### src/gab_pkg.sv
// Shared types and constants for the GPT A/B active-bit editor.
`timescale 1ns / 1ps

package gab_pkg;

    localparam int MAX_ENTRY_WORDS_DEF = 64;

    localparam logic [1:0] SLOT_NONE = 2'd2;

    localparam logic [31:0] CRC_POLY = 32'hEDB88320;
    localparam logic [31:0] CRC_INIT = 32'hFFFFFFFF;

    localparam int ACTIVE_BIT = 47;

    localparam logic [1:0] REG_TARGET_SLOT = 2'd0;
    localparam logic [1:0] REG_EDIT_ENABLE = 2'd1;
    localparam logic [1:0] REG_ENTRY_WORDS = 2'd2;

    typedef struct packed {
        logic       target_slot;
        logic       edit_enable;
        logic [6:0] entry_words;
    } cfg_t;

    typedef struct packed {
        logic [63:0] word;
        logic        last;
        logic        status;
        logic [1:0]  prior;
    } stream_t;

endpackage

### src/gab_entry_scan.sv
// Entry tracker: name scan, pair test, attribute edit and held-word burst.
`timescale 1ns / 1ps

module gab_entry_scan #(
    parameter int MAX_ENTRY_WORDS = gab_pkg::MAX_ENTRY_WORDS_DEF
) (
    input  logic             clk,
    input  logic             rst_n,
    input  gab_pkg::cfg_t    cfg,
    input  logic             in_valid,
    output logic             in_ready,
    input  logic [63:0]      data_word,
    input  logic             last_word,
    output logic             s_valid,
    input  logic             s_ready,
    output gab_pkg::stream_t s_data
);

    localparam int PW = $clog2(MAX_ENTRY_WORDS);

    logic [PW-1:0] pos_reg;
    logic [63:0]   held_reg [10];
    logic [7:0]    chars_reg [9];
    logic [5:0]    len_reg;
    logic          ended_reg;
    logic [1:0]    found_reg;
    logic          any_reg;
    logic          burst_reg;
    logic [3:0]    bidx_reg;
    logic [3:0]    bend_reg;
    logic          blast_reg;
    logic          bstatus_reg;
    logic [1:0]    bprior_reg;

    logic [8:0]  pos9;
    logic [8:0]  size9;
    logic        acc;
    logic        in_pass;
    logic        in_hold;
    logic        in_name;
    logic        at_end;
    logic        entry_done;
    logic [3:0]  hidx;
    logic [7:0]  chars_next [9];
    logic [5:0]  len_next;
    logic        ended_next;
    logic [1:0]  slot;
    logic [63:0] attr_next;
    logic [1:0]  found_next;
    logic        any_next;

    function automatic logic [1:0] match_slot(input logic [7:0] c [9], input logic [5:0] len);
        logic [7:0] d;
        logic [3:0] blen;
        logic       hit;
        match_slot = gab_pkg::SLOT_NONE;
        if (len >= 6'd2 && len <= 6'd8) begin
            d    = c[4'(len - 6'd1)];
            blen = 4'(len - 6'd1);
            hit  = ((blen == 4'd3) && ({c[0], c[1], c[2]} == 24'("env")))
                || ((blen == 4'd3) && ({c[0], c[1], c[2]} == 24'("dtb")))
                || ((blen == 4'd5) && ({c[0], c[1], c[2], c[3], c[4]} == 40'("uboot")))
                || ((blen == 4'd6)
                    && ({c[0], c[1], c[2], c[3], c[4], c[5]} == 48'("kernel")))
                || ((blen == 4'd7)
                    && ({c[0], c[1], c[2], c[3], c[4], c[5], c[6]} == 56'("userapp")));
            if (hit && d == 8'h30)
                match_slot = 2'd0;
            else if (hit && d == 8'h31)
                match_slot = 2'd1;
        end
    endfunction

    always_comb
    begin
        logic [7:0] ch;
        pos9 = 9'(pos_reg);
        if (cfg.entry_words < 7'd16)
            size9 = 9'd16;
        else if (9'(cfg.entry_words) > 9'(MAX_ENTRY_WORDS))
            size9 = 9'(MAX_ENTRY_WORDS);
        else
            size9 = 9'(cfg.entry_words);

        in_pass    = (pos9 < 9'd6) || (pos9 > 9'd15);
        in_hold    = (pos9 >= 9'd6) && (pos9 < 9'd15);
        at_end     = (pos9 == 9'd15);
        in_name    = (pos9 >= 9'd7) && (pos9 <= 9'd15);
        hidx       = 4'(pos9 - 9'd6);
        entry_done = (pos9 + 9'd1) >= size9;

        in_ready = !burst_reg && s_ready;
        acc      = in_valid && in_ready;

        // name scan: low byte of each UTF-16 unit, stop at first zero
        chars_next = chars_reg;
        len_next   = len_reg;
        ended_next = ended_reg;
        for (int u = 0; u < 4; u++) begin
            ch = data_word[16*u +: 8];
            if (!ended_next) begin
                if (ch == 8'h00)
                    ended_next = 1'b1;
                else begin
                    if (len_next < 6'd9)
                        chars_next[len_next[3:0]] = ch;
                    if (len_next < 6'd63)
                        len_next = len_next + 6'd1;
                end
            end
        end
        slot = match_slot(chars_next, len_next);

        attr_next  = held_reg[0];
        found_next = found_reg;
        any_next   = any_reg;
        if (slot != gab_pkg::SLOT_NONE) begin
            if (found_reg == gab_pkg::SLOT_NONE && held_reg[0][gab_pkg::ACTIVE_BIT])
                found_next = slot;
            any_next = 1'b1;
            if (cfg.edit_enable)
                attr_next[gab_pkg::ACTIVE_BIT] = (slot[0] == cfg.target_slot);
        end

        if (burst_reg) begin
            s_valid        = 1'b1;
            s_data.word    = held_reg[bidx_reg];
            s_data.last    = blast_reg && (bidx_reg == bend_reg);
            s_data.status  = bstatus_reg;
            s_data.prior   = bprior_reg;
        end else begin
            s_valid        = in_valid && in_pass;
            s_data.word    = data_word;
            s_data.last    = last_word;
            s_data.status  = !any_reg;
            s_data.prior   = found_reg;
        end
    end

    always_ff @(posedge clk or negedge rst_n)
    begin
        if (!rst_n) begin
            pos_reg     <= '0;
            len_reg     <= '0;
            ended_reg   <= 1'b0;
            found_reg   <= gab_pkg::SLOT_NONE;
            any_reg     <= 1'b0;
            burst_reg   <= 1'b0;
            bidx_reg    <= '0;
            bend_reg    <= '0;
            blast_reg   <= 1'b0;
            bstatus_reg <= 1'b0;
            bprior_reg  <= gab_pkg::SLOT_NONE;
        end else if (acc) begin
            // input is never accepted during a burst
            if (entry_done || last_word) begin
                pos_reg   <= '0;
                len_reg   <= '0;
                ended_reg <= 1'b0;
            end else begin
                pos_reg <= pos_reg + PW'(1);
                if (in_name) begin
                    len_reg   <= len_next;
                    ended_reg <= ended_next;
                end
            end
            if (last_word) begin
                found_reg <= gab_pkg::SLOT_NONE;
                any_reg   <= 1'b0;
            end else if (at_end) begin
                found_reg <= found_next;
                any_reg   <= any_next;
            end
            // word 15 releases the edited burst; a last word in the held span
            // flushes what is held so far, unedited
            if (at_end || (in_hold && last_word)) begin
                burst_reg   <= 1'b1;
                bidx_reg    <= '0;
                bend_reg    <= at_end ? 4'd9 : hidx;
                blast_reg   <= last_word;
                bstatus_reg <= at_end ? !any_next : !any_reg;
                bprior_reg  <= at_end ? found_next : found_reg;
            end
        end else if (burst_reg && s_ready) begin
            if (bidx_reg == bend_reg)
                burst_reg <= 1'b0;
            else
                bidx_reg <= bidx_reg + 4'd1;
        end
    end

    always_ff @(posedge clk)
    begin
        if (acc) begin
            if (in_hold)
                held_reg[hidx] <= data_word;
            if (at_end) begin
                held_reg[9] <= data_word;
                held_reg[0] <= attr_next;
            end
            if (in_name)
                chars_reg <= chars_next;
        end
    end

endmodule

### src/gab_out_crc.sv
// Output register with running CRC-32 and summary fields.
`timescale 1ns / 1ps

module gab_out_crc (
    input  logic             clk,
    input  logic             rst_n,
    input  logic             s_valid,
    output logic             s_ready,
    input  gab_pkg::stream_t s_data,
    output logic             out_valid,
    input  logic             out_ready,
    output logic [63:0]      out_word,
    output logic             out_last,
    output logic [31:0]      array_crc,
    output logic             status,
    output logic [1:0]       prior_active
);

    logic        valid_reg;
    logic [63:0] word_reg;
    logic        last_reg;
    logic [31:0] acrc_reg;
    logic        status_reg;
    logic [1:0]  prior_reg;
    logic [31:0] crc_reg;
    logic [31:0] crc_next;
    logic        load;

    // reflected CRC-32, one 64-bit word, byte 0 first (pure XOR network)
    function automatic logic [31:0] crc_fold(input logic [31:0] c, input logic [63:0] w);
        logic [31:0] r;
        r = c;
        for (int b = 0; b < 8; b++) begin
            r = r ^ {24'd0, w[8*b +: 8]};
            for (int k = 0; k < 8; k++)
                r = (r >> 1) ^ (r[0] ? gab_pkg::CRC_POLY : 32'd0);
        end
        crc_fold = r;
    endfunction

    always_comb
    begin
        s_ready  = !valid_reg || out_ready;
        load     = s_valid && s_ready;
        crc_next = crc_fold(crc_reg, s_data.word);
    end

    always_ff @(posedge clk or negedge rst_n)
    begin
        if (!rst_n) begin
            valid_reg  <= 1'b0;
            crc_reg    <= gab_pkg::CRC_INIT;
            last_reg   <= 1'b0;
            acrc_reg   <= '0;
            status_reg <= 1'b0;
            prior_reg  <= '0;
        end else begin
            if (load) begin
                valid_reg <= 1'b1;
                last_reg  <= s_data.last;
                if (s_data.last) begin
                    acrc_reg   <= ~crc_next;
                    status_reg <= s_data.status;
                    prior_reg  <= s_data.prior;
                    crc_reg    <= gab_pkg::CRC_INIT;
                end else begin
                    acrc_reg   <= '0;
                    status_reg <= 1'b0;
                    prior_reg  <= '0;
                    crc_reg    <= crc_next;
                end
            end else if (out_ready) begin
                valid_reg <= 1'b0;
            end
        end
    end

    always_ff @(posedge clk)
    begin
        if (load)
            word_reg <= s_data.word;
    end

    assign out_valid    = valid_reg;
    assign out_word     = word_reg;
    assign out_last     = last_reg;
    assign array_crc    = acrc_reg;
    assign status       = status_reg;
    assign prior_active = prior_reg;

endmodule

### src/gpt_ab_active_bit_editor_top.sv
// Top level of the GPT A/B active-bit editor: config registers and datapath.
//
// Streams a GPT partition-entry array in as 64-bit little-endian words
// (in_valid/in_ready, data_word, last_word) and streams the edited array out
// (out_valid/out_ready, out_word, out_last, array_crc, status, prior_active).
// An APB port holds target_slot, edit_enable and entry_words at 0x0/0x4/0x8.
// Words outside entry words 6..15 pass through the output register.
// Entry words 6..14 are absorbed one per cycle unless the output stalls;
// word 15 triggers a burst of the ten held words (attribute word edited),
// during which input is stalled. The burst is driven from the held-word
// register file, one word per cycle out of the output register while it
// can take one. Otherwise a transaction is accepted every cycle while the
// output register is empty or is read out in the same cycle.
// On the final word the CRC-32 and summary are attached and the stream state
// is reset. Reset clears stream state and sets the registers to 0, 0, 16.
// A receiver stall holds the output register and backs up to in_ready.
`timescale 1ns / 1ps

module gpt_ab_active_bit_editor_top #(
    parameter int MAX_ENTRY_WORDS = gab_pkg::MAX_ENTRY_WORDS_DEF
) (
    input  logic        clk,
    input  logic        rst_n,
    input  logic        psel,
    input  logic        penable,
    input  logic        pwrite,
    input  logic [3:0]  paddr,
    input  logic [31:0] pwdata,
    output logic [31:0] prdata,
    output logic        pready,
    input  logic        in_valid,
    output logic        in_ready,
    input  logic [63:0] data_word,
    input  logic        last_word,
    output logic        out_valid,
    input  logic        out_ready,
    output logic [63:0] out_word,
    output logic        out_last,
    output logic [31:0] array_crc,
    output logic        status,
    output logic [1:0]  prior_active
);

    gab_pkg::cfg_t    cfg_reg;
    logic             s_valid;
    logic             s_ready;
    gab_pkg::stream_t s_data;
    logic             wr;

    assign pready = 1'b1;
    assign wr     = psel && penable && pwrite;

    always_ff @(posedge clk or negedge rst_n)
    begin
        if (!rst_n) begin
            cfg_reg.target_slot <= 1'b0;
            cfg_reg.edit_enable <= 1'b0;
            cfg_reg.entry_words <= 7'd16;
        end else if (wr) begin
            case (paddr[3:2])
                gab_pkg::REG_TARGET_SLOT: cfg_reg.target_slot <= pwdata[0];
                gab_pkg::REG_EDIT_ENABLE: cfg_reg.edit_enable <= pwdata[0];
                gab_pkg::REG_ENTRY_WORDS: cfg_reg.entry_words <= pwdata[6:0];
                default: ;
            endcase
        end
    end

    always_comb
    begin
        case (paddr[3:2])
            gab_pkg::REG_TARGET_SLOT: prdata = {31'd0, cfg_reg.target_slot};
            gab_pkg::REG_EDIT_ENABLE: prdata = {31'd0, cfg_reg.edit_enable};
            gab_pkg::REG_ENTRY_WORDS: prdata = {25'd0, cfg_reg.entry_words};
            default:                  prdata = 32'd0;
        endcase
    end

    gab_entry_scan #(
        .MAX_ENTRY_WORDS(MAX_ENTRY_WORDS)
    ) u_scan (
        .clk       (clk),
        .rst_n     (rst_n),
        .cfg       (cfg_reg),
        .in_valid  (in_valid),
        .in_ready  (in_ready),
        .data_word (data_word),
        .last_word (last_word),
        .s_valid   (s_valid),
        .s_ready   (s_ready),
        .s_data    (s_data)
    );

    gab_out_crc u_out (
        .clk          (clk),
        .rst_n        (rst_n),
        .s_valid      (s_valid),
        .s_ready      (s_ready),
        .s_data       (s_data),
        .out_valid    (out_valid),
        .out_ready    (out_ready),
        .out_word     (out_word),
        .out_last     (out_last),
        .array_crc    (array_crc),
        .status       (status),
        .prior_active (prior_active)
    );

endmodule
### config.mk
export PLATFORM = sky130hd
export DESIGN_NAME = gpt_ab_active_bit_editor_top
export DESIGN_NICKNAME = d
export VERILOG_FILES = /design/src/gab_pkg.sv /design/src/gab_entry_scan.sv /design/src/gab_out_crc.sv /design/src/gpt_ab_active_bit_editor_top.sv
export SDC_FILE = /design/constraint.sdc
export NUM_CORES = 1
export LEC_CHECK = 0
export ABC_CLOCK_PERIOD_IN_PS = 28100
export BUFFER_PORTS_ARGS = -buffer_cell sky130_fd_sc_hd__buf_2
export CAP_MARGIN = 30
export CORE_ASPECT_RATIO = 1.2
export CORE_UTILIZATION = 45
export CTS_BUF_LIST = sky130_fd_sc_hd__clkbuf_8
export CTS_CLUSTER_SIZE = 20
export DETAILED_ROUTE_END_ITERATION = 10
export SETUP_SLACK_MARGIN = 0.4
export SLEW_MARGIN = 0
export SYNTH_ARGS = -nofsm -noshare
export SYNTH_HDL_FRONTEND = slang
export SYNTH_SLANG_ARGS = --single-unit
### constraint.sdc
create_clock -name clk -period 28.1 [get_ports clk]
set_input_delay 4.215 -clock clk [delete_from_list [all_inputs] [get_ports clk]]
set_output_delay 4.215 -clock clk [all_outputs]
set_load 0.01 [all_outputs]
-- Word level (Yosys, flattened, before mapping)
Memories as Yosys holds them, arrays and structs flattened.
Cells that the tools add are included.
W data, S select, Z words.
- bits in registers: 243
- bits in writable memories: 640
- output and inout port bits: 135
- word-level logic and storage cells: 380
- memories kept: 1
- memory list (memory ; depth ; width ; read ports ; clocked after Yosys merged registers in ; wr ports ; RTL line ; text):
    u_scan.held_reg ; 10 ; 64 ; 2 ; 0 ; 2 ; gab_entry_scan.sv:22 ; logic [63:0] held_reg [10];
- add/sub/neg operators: 9
- $lt $le $gt $ge: 28
- equal/unequal tests: 20
- multiplexer cells: 158
- bitwise logic cells: 78
- reduce and logical (&&, ||, !) cells: 56
- operators with widths (cell ; count):
    $mux W32 ; 66
    $xor A31 B32 Y32 ; 64
    $mux W72 ; 12
    $bwmux W72 ; 4
    $xor A32 B8 Y32 ; 8
    $demux W8 S4 ; 4
    $mux W6 ; 15
    $mux W68 ; 1
    $mux W64 ; 1
    $reduce_or A64 Y1 ; 1
    $eq A56 B55 Y1 const B ; 1
    $eq A24 B23 Y1 const B ; 2
    $eq A48 B47 Y1 const B ; 1
    $mux W8 ; 6
    $eq A40 B39 Y1 const B ; 1
    $bmux W8 S4 ; 1
    $logic_not A8 Y1 ; 4
    $not A32 Y32 ; 1
    $mux W1 ; 31
    $add A6 B1 Y6 const B ; 5
    $lt A6 B4 Y1 const B ; 5
    $ge A5 B5 Y1 const B ; 5
    $not A4 Y5 ; 5
    $logic_and A1 B1 Y1 ; 24
    34 further kinds ; 81

-- Longest topological paths before layout
Gate-level depths: netlist of the first run.
- depth after elaboration: 141
- depth in mapped cells: 35
- gate-level depth less buffers: 34

-- By module
A second synthesis of the first run with hierarchy kept.
- cells, all modules: 3371
- area, all modules: 48442.7 µm²
- modules (own cells, without submodules) (module ; instances ; cells an instance ; area each (µm²) ; seq. area each (µm²)):
    gab_entry_scan ; 1 ; 2505 ; 35670.5 ; 22078.7
    gab_out_crc ; 1 ; 806 ; 12137.9 ; 3688.5
    gpt_ab_active_bit_editor_top ; 1 ; 60 ; 634.4 ; 226.5

-- Worst setup path after synthesis of the first run
OpenSTA, ideal clock, no wires.
- kind: in2reg
- start point: in out_ready
- end point: reg u_scan.ended_reg
- arrival: 13137 ps
- required time: 27975 ps
- setup slack: 14837 ps
- stages: 7
- buffers on the path: 1
- cell sequence: nor2b_1 nor2_1 nand2_1 clkbuf_1 nor4_1 nand2_1 o21ai_0
- longest elaborated chain between the ends: 4
- ends and longest elaborated chain (item ; RTL line ; text):
    from (decl) ; gpt_ab_active_bit_editor_top.sv:36 ; input logic out_ready,
    $logic_or A1 B1 Y1 ; gab_out_crc.sv:43 ; s_ready = !valid_reg || out_ready;
    $logic_and A1 B1 Y1 ; gab_entry_scan.sv:92 ; in_ready = !burst_reg && s_ready;
    named net in_ready ; gpt_ab_active_bit_editor_top.sv:32 ; output logic in_ready,
    $logic_and A1 B1 Y1 ; gab_entry_scan.sv:93 ; acc = in_valid && in_ready;
    $reduce_and A2 Y1 (no source line) ; n/a ;
    to (signal assigned) ; gab_entry_scan.sv:164 ; ended_reg <= ended_next;
    to (decl) ; gab_entry_scan.sv:25 ; logic ended_reg;
The timed path passes the listed nets, and every way through them passes these cells.
A chain may end at the register's enable or synchronous reset.

==> key figures, run 1 <==
Status
  • Status: completed

Timing
  • Share of the clock period used by the worst path: 0.474
  • Worst slew margin relative to its limit: 0.292
  • Final hold vios: 0
  • Fin worst setup slack: approximately 15000 ps
  • Max Slew Vio Count: 0
  • Setup_tns: 0 ps
  • Worst slew pin tran: approximately 1100 ps
  • Max frequency: 75.0 MHz
  • Final setup viols: 0
  • Fin crit period: about 13000 ps
  • RSZ-0062 raised after global routing: no
  • Clock Skew: between 50 and 60 ps

Global routing
  • Antenna violations before repair: 8
  • Vias in the first global route: roughly 30000
  • Largest net degree at the start of global routing: 97
  • First-pass GRT wire length: about 210000 um
  • Overall global routing resource usage: 0.268
  • GRT overflow: 0

Setup path
  • Crit Path Category: in -> reg
  • CP max FO: 23
  • Crit end category: flip-flop
  • Critical path data required time: about 29000 ps
  • Crit path launch type: primary input
  • Largest stage delay, worst path: between 700 and 800 ps
  • Crit path top cell by count: inv_1
  • Critical path arrival: between 10000 and 15000 ps
  • CP max-delay cell: o41ai_1

Layout
  • Max FFs per register: 640
  • Design Area, Final: between 50000 and 60000 sq um
  • Syn-to-layout area delta: 10.8%
  • Nets: 3858
  • Share of layout cells above drive strength 1: 0.207

Logic synthesis
  • Syn Std Cell Area: about 48000 sq um
  • Syn Inst Count: 3486
  • Ys Warns: 0
  • Library cells used by synthesis: 95
  • Top FF cell, synth: edfxtp_1
  • Fraction of registers with async set/reset: 0.121
  • Post-synth EDFFs: roughly 780
  • Post-synthesis register bit count: a little under 900
  • Sequential area share after synthesis: 0.545
  • Avg Cell Area, Syn: around 14 sq um

Detailed routing
  • Wire per inst: between 20 and 30 um
  • DR DRC count: 0
  • Post-DR vias/cell: just under 6
  • Total wire length: approximately 140000 um
  • Pre-antenna DRT Iters: 6
  • Via Count: 30534
  • Initial DRC Count: around 2700
  • Post-route ant nets: 0

Die
  • Die width: about 300 um
  • DIE HEIGHT: around 360 um
  • Io pins: ~240
  • Die area: 107000 sq um
  • Core ar.: 105000 sq um
  • Initial Util: 0.455
  • Num rows: 130

CTS
  • CTS sink cnt: 883
  • Clock root cell: clkbuf_8
  • Post-cts sizing count: 0
  • CTS tree: done
  • CTS Hold Bufs: 0
  • Worst-Skew Late Latency: between 800 and 900 ps
  • Reg clk slew, reported paths: 60 ps
  • Total CTS buffers: 143
  • CTS H-tree lvls: 4
  • Post-CTS setup buffers: 0
  • CTS Buffer Depth: 3

Place
  • Pre-CTS WS: around 14000 ps
  • Placed cell areas: 50300 sq um
  • Final GP Congestion: between 0.9 and 1
  • DP Wirelength: 95600 um
  • I/O Buffers: about 190

Hold path
  • Hold Crit Class: reg -> reg

Flow run
  • MaxCap Viol Count: 0
## synthesized netlist by cell type, types with 64 or more instances
library cell | n | area share
a21oi_1 | 150 | 0.016
clkbuf_1 | 124 | 0.0097
dfrtp_1 | 72 | 0.038
edfxtp_1 | 776 | 0.49
inv_1 | 64 | 0.0050
mux2_2 | 92 | 0.022
mux2i_1 | 232 | 0.049
mux4_2 | 111 | 0.052
nand2_1 | 229 | 0.018
nor2_1 | 173 | 0.014
o21ai_0 | 167 | 0.017
xnor2_1 | 266 | 0.049
xnor3_1 | 93 | 0.044
xor2_1 | 110 | 0.020
## per-stage QoR
stage | hold slack (ps) | utilization | instances
after floorplan | 439 | - | 3510
after global placement | 449 | 0.478 | 4947
after detailed placement | 452 | 0.479 | 4956
after CTS | 462 | 0.505 | 5207
after global routing | 507 | 0.505 | 5209
final | 465 | 0.505 | 5209
## cell usage in the layout, fill, tap and decap left out, drive strengths merged, types with 122 or more instances in the layout
cell and instances:
edfxtp 776, mux2i 232, clkbuf 155, nand2 229, o21ai 177, xnor2 292, xor2 122, a21oi 150
nor2 173, buf 275
## final cells by class
cell class	count	area, sq um
fillers	9130	52000
flip-flops and latches	883	26000
multi-input cells	2347	20600
clock buffers	154	2120
well taps	1386	1730
repair buffers	276	1630
clock inverters	97	563
inverters	65	246
diodes	1	2.50
## cells by family after synthesis
group                      share of synthesized area
adders and majority gates                    0.00890
DFF                                            0.545
other                                       0.000157
muxes                                          0.123
xor gates and xnor gates                       0.144
AOI/OAI and AO/OA                             0.0757
and+or+nand+nor                               0.0764
buffers and inverters                         0.0275
## routing by layer
metal	part of all wire	up-vias	GRT usage	routed length, um
met2	0.49	1173	0.448	71200
met1	0.41	15477	0.342	58700
met3	0.063	324	0.0494	9070
met4	0.040	10	0.108	5750
met5	0.00040	-	0	58
li1	-	13550	-	-
## path summary, 6_finish.rpt
path                                      startpoint                     end  slack [ps]  cells past startpoint
worst min-delay path            u_scan.bprior_reg[1]    u_scan.bprior_reg[1]         470                      2
max in group asynchronous                      rst_n      u_scan.bidx_reg[3]       23280                      2
min in group asynchronous                      rst_n      u_out.array_crc[8]        3370                      1
worst max register to register    u_scan.bidx_reg[1]     u_out.array_crc[27]       18130                     20
worst max-delay path                    data_word[3]  u_scan.held_reg[0][47]       14770                     36
worst min register to register  u_scan.bprior_reg[1]    u_scan.bprior_reg[1]         470                      2
## critical path, delay by kind of cell
kind	cells	cell delay, ps
AND/OR/NAND/NOR	12	3050
AO/OA/AOI/OAI	10	3260
adder cells (fa/ha/maj)	4	1390
XOR/XNOR	2	420
buffers and inverters	8	1480
Power of run 1 is left out: the tool's default activity adds up to more than one toggle a clock period on the data nets, which glitch-free logic cannot reach.
==> run 2, diff against run 1 <==
- ABC_AREA: unset -> 1
- ABC_CLOCK_PERIOD_IN_PS: 28100 -> 11180
- clock period: 28.1 -> 11.18 ns (I/O delays scaled with it)
==> run 2 against run 1 <==
Final cell count up 47%. First-iteration DRC count increased by 49%. Flip-flop and latch count is the same. Count of clock-buffer cells in the layout down 2. Wire length up 15%. Final area rose by 4.9%. Critical path depth is 3 higher. Global-route usage grew 2.1 points. Register-to-register slack worse by 15000 ps. Hold slack improved by 8.8 ps. Via count increased by 39%. Clock skew down 4.1 ps.
==> key figures, run 2 <==
Timing
  • Max Slew Vio Count: 0
  • Fin crit period: 9070 ps
  • Share of the clock period used by the worst path: 0.812
  • Setup_tns: 0 ps
  • Max frequency: approximately 110 MHz
  • Final setup viols: 0
  • Worst slew margin relative to its limit: 0.285
  • Final hold vios: 0
  • Worst slew pin tran: between 1000 and 1500 ps
  • Clock Skew: around 50 ps
  • RSZ-0062 raised after global routing: no
  • Fin worst setup slack: about 2100 ps

CTS
  • CTS Buffer Depth: 3
  • CTS sink cnt: 883
  • CTS Hold Bufs: 0
  • Worst-Skew Late Latency: around 860 ps
  • Total CTS buffers: between 100 and 150
  • Clock root cell: clkbuf_8
  • CTS H-tree lvls: 4
  • CTS tree: done
  • Post-CTS setup buffers: 0
  • Reg clk slew, reported paths: roughly 60 ps
  • Post-cts sizing count: 0

Logic synthesis
  • Post-synth EDFFs: slightly below 800
  • Post-synthesis register bit count: 883
  • Top FF cell, synth: edfxtp_1
  • Syn Inst Count: 5858
  • Most common cell in the netlist: nand2_1
  • Syn Std Cell Area: approximately 51000 sq um
  • Fraction of registers with async set/reset: 0.121
  • Ys Warns: 0
  • Avg Cell Area, Syn: 8.66 sq um
  • Post-synth top area share: 0.459
  • Most frequent cells after synthesis: 1660 x nand2_1, 776 x edfxtp_1, 551 x nand3_1
  • Library cells used by synthesis: between 60 and 70
  • Most area-hungry cell type in the Yosys netlist: edfxtp_1
  • Sequential area share after synthesis: 0.513
  • Top cells by area, synth: edfxtp_1 46%, nand2_1 12%, nand3_1 5.4%

Hold path
  • Hold Crit Class: reg -> reg
  • Worst hold stages: 2
  • Worst Hold Launch: u_out.array_crc[17]
  • Min-Delay Endpoint: u_out.array_crc[17]

Detailed routing
  • Initial DRC Count: slightly below 4000
  • Post-route ant nets: 0
  • Wire per inst: approximately 22 um
  • Via Count: roughly 43000
  • DR DRC count: 0
  • Post-DR vias/cell: around 5.6
  • Pre-antenna DRT Iters: 6
  • Total wire length: 166000 um

Setup path
  • Critical path data required time: about 12000 ps
  • Critical path arrival: 9620 ps
  • Crit path launch type: primary input
  • Crit Path Category: in -> reg
  • RR Endpoint: u_out.array_crc[20]
  • Largest stage delay, worst path: around 630 ps
  • Flop2flop setup slack: approximately 2900 ps
  • CP top delay family: simple AND/OR/NAND/NOR gates
  • R2r worst-path depth: 46
  • Worst r2r src: u_scan.bidx_reg[3]
  • Crit end category: flip-flop
  • WP buf/inv: 9
  • CP max-delay cell: ha_1
  • CP max FO: 18

Status
  • Status: completed

Die
  • Num rows: 134
  • Core ar.: 111000 sq um
  • Initial Util: 0.455
  • Die area: approximately 110000 sq um
  • Die width: 309 um
  • DIE HEIGHT: 370 um
  • Io pins: approximately 240

Layout
  • Nets: between 6000 and 7000
  • Max FFs per register: between 600 and 700
  • Fin util: 0.498
  • Commonest cells after routing, fill and taps aside: 1659 x nand2_1, 776 x edfxtp_1, 551 x nand3_1
  • Most common cell after layout, fill and taps aside: nand2_1
  • Area of the multi-input gates: roughly 21000 sq um
  • Reg area: 26000 sq um
  • Share of layout cells above drive strength 1: 0.137
  • Syn-to-layout area delta: 9.46%
  • Final-layout fill cell count: roughly 11000

Place
  • I/O Buffers: between 150 and 200
  • DP Wirelength: ~110000 um
  • Pre-CTS WS: around 1500 ps
  • Final GP Congestion: 0.969

Global routing
  • Largest net degree at the start of global routing: 113
  • GRT overflow: 0
  • Overall global routing resource usage: 0.289
  • Vias in the first global route: 39525
  • Antenna violations before repair: 21
  • First-pass GRT wire length: between 200000 and 250000 um

Flow run
  • MaxCap Viol Count: 0
==> run 2: worst min-delay path, delay by kind of cell, from the launching register on <==
| kind | cells | cell delay [ps] |
|---|---|---|
| and+or+nand+nor | 2 | 110 |
| DFF | 1 | 330 |
==> run 2: kinds of logic (layout without fill, tap and decap cells) <==
logic type / after synthesis / in the layout / share of synthesized area
AOI/OAI and AO/OA: 936 / 936 / 0.110
muxes: 1 / 1 / 0.000197
other: 2 / 31 / 0.000148
buffers and inverters: 778 / 1042 / 0.0677
xor gates and xnor gates: 187 / 187 / 0.0340
DFF: 883 / 883 / 0.513
adders and majority gates: 34 / 34 / 0.00838
and+or+nand+nor: 3037 / 3037 / 0.267
==> run 2: layout make-up <==
class | count | share of cell area
Clock inverter | 103 | 0.0109
Sequential cell | 883 | 0.469
Timing Repair Buffer | 249 | 0.0258
Multi-Input combinational cell | 4221 | 0.386
Clock buffer | 152 | 0.0377
Tap cell | 1496 | 0.0337
Inverter | 538 | 0.0369
Antenna cell | 5 | 0.000225
==> run 2: through the flow <==
step	instances	hold slack, ps	cell area [sq um]
after global placement	7382	460	52800
after detailed placement	7385	461	52800
after global routing	7647	483	55600
after CTS	7640	477	55500
after floorplan	5882	444	50800
final	7647	474	55600
==> run 2: worst max-delay path by stage <==
stage / end / slack (ps) / cells after the start / from
5_1_grt: u_scan.held_reg[0][47] / 1400 / 40 / data_word[0]
4_1_cts: u_scan.held_reg[0][47] / 2370 / 39 / data_word[0]
3_3_place_gp: u_scan.held_reg[0][47] / 1520 / 39 / data_word[0]
3_5_place_dp: u_scan.held_reg[0][47] / 1470 / 39 / data_word[0]
2_1_floorplan: u_scan.held_reg[2][0] / 2560 / 16 / u_scan.burst_reg
6_report: u_scan.held_reg[0][47] / 2110 / 39 / data_word[0]
==> run 2: per-layer routing <==
metal / vias up / global-route usage / part of all wire
met5: - / 0 / 0.00053
met4: 16 / 0.144 / 0.049
met3: 427 / 0.0519 / 0.071
met2: 1694 / 0.471 / 0.47
met1: 20175 / 0.368 / 0.41
li1: 20258 / - / -
Power of run 2 is left out for the same reason.
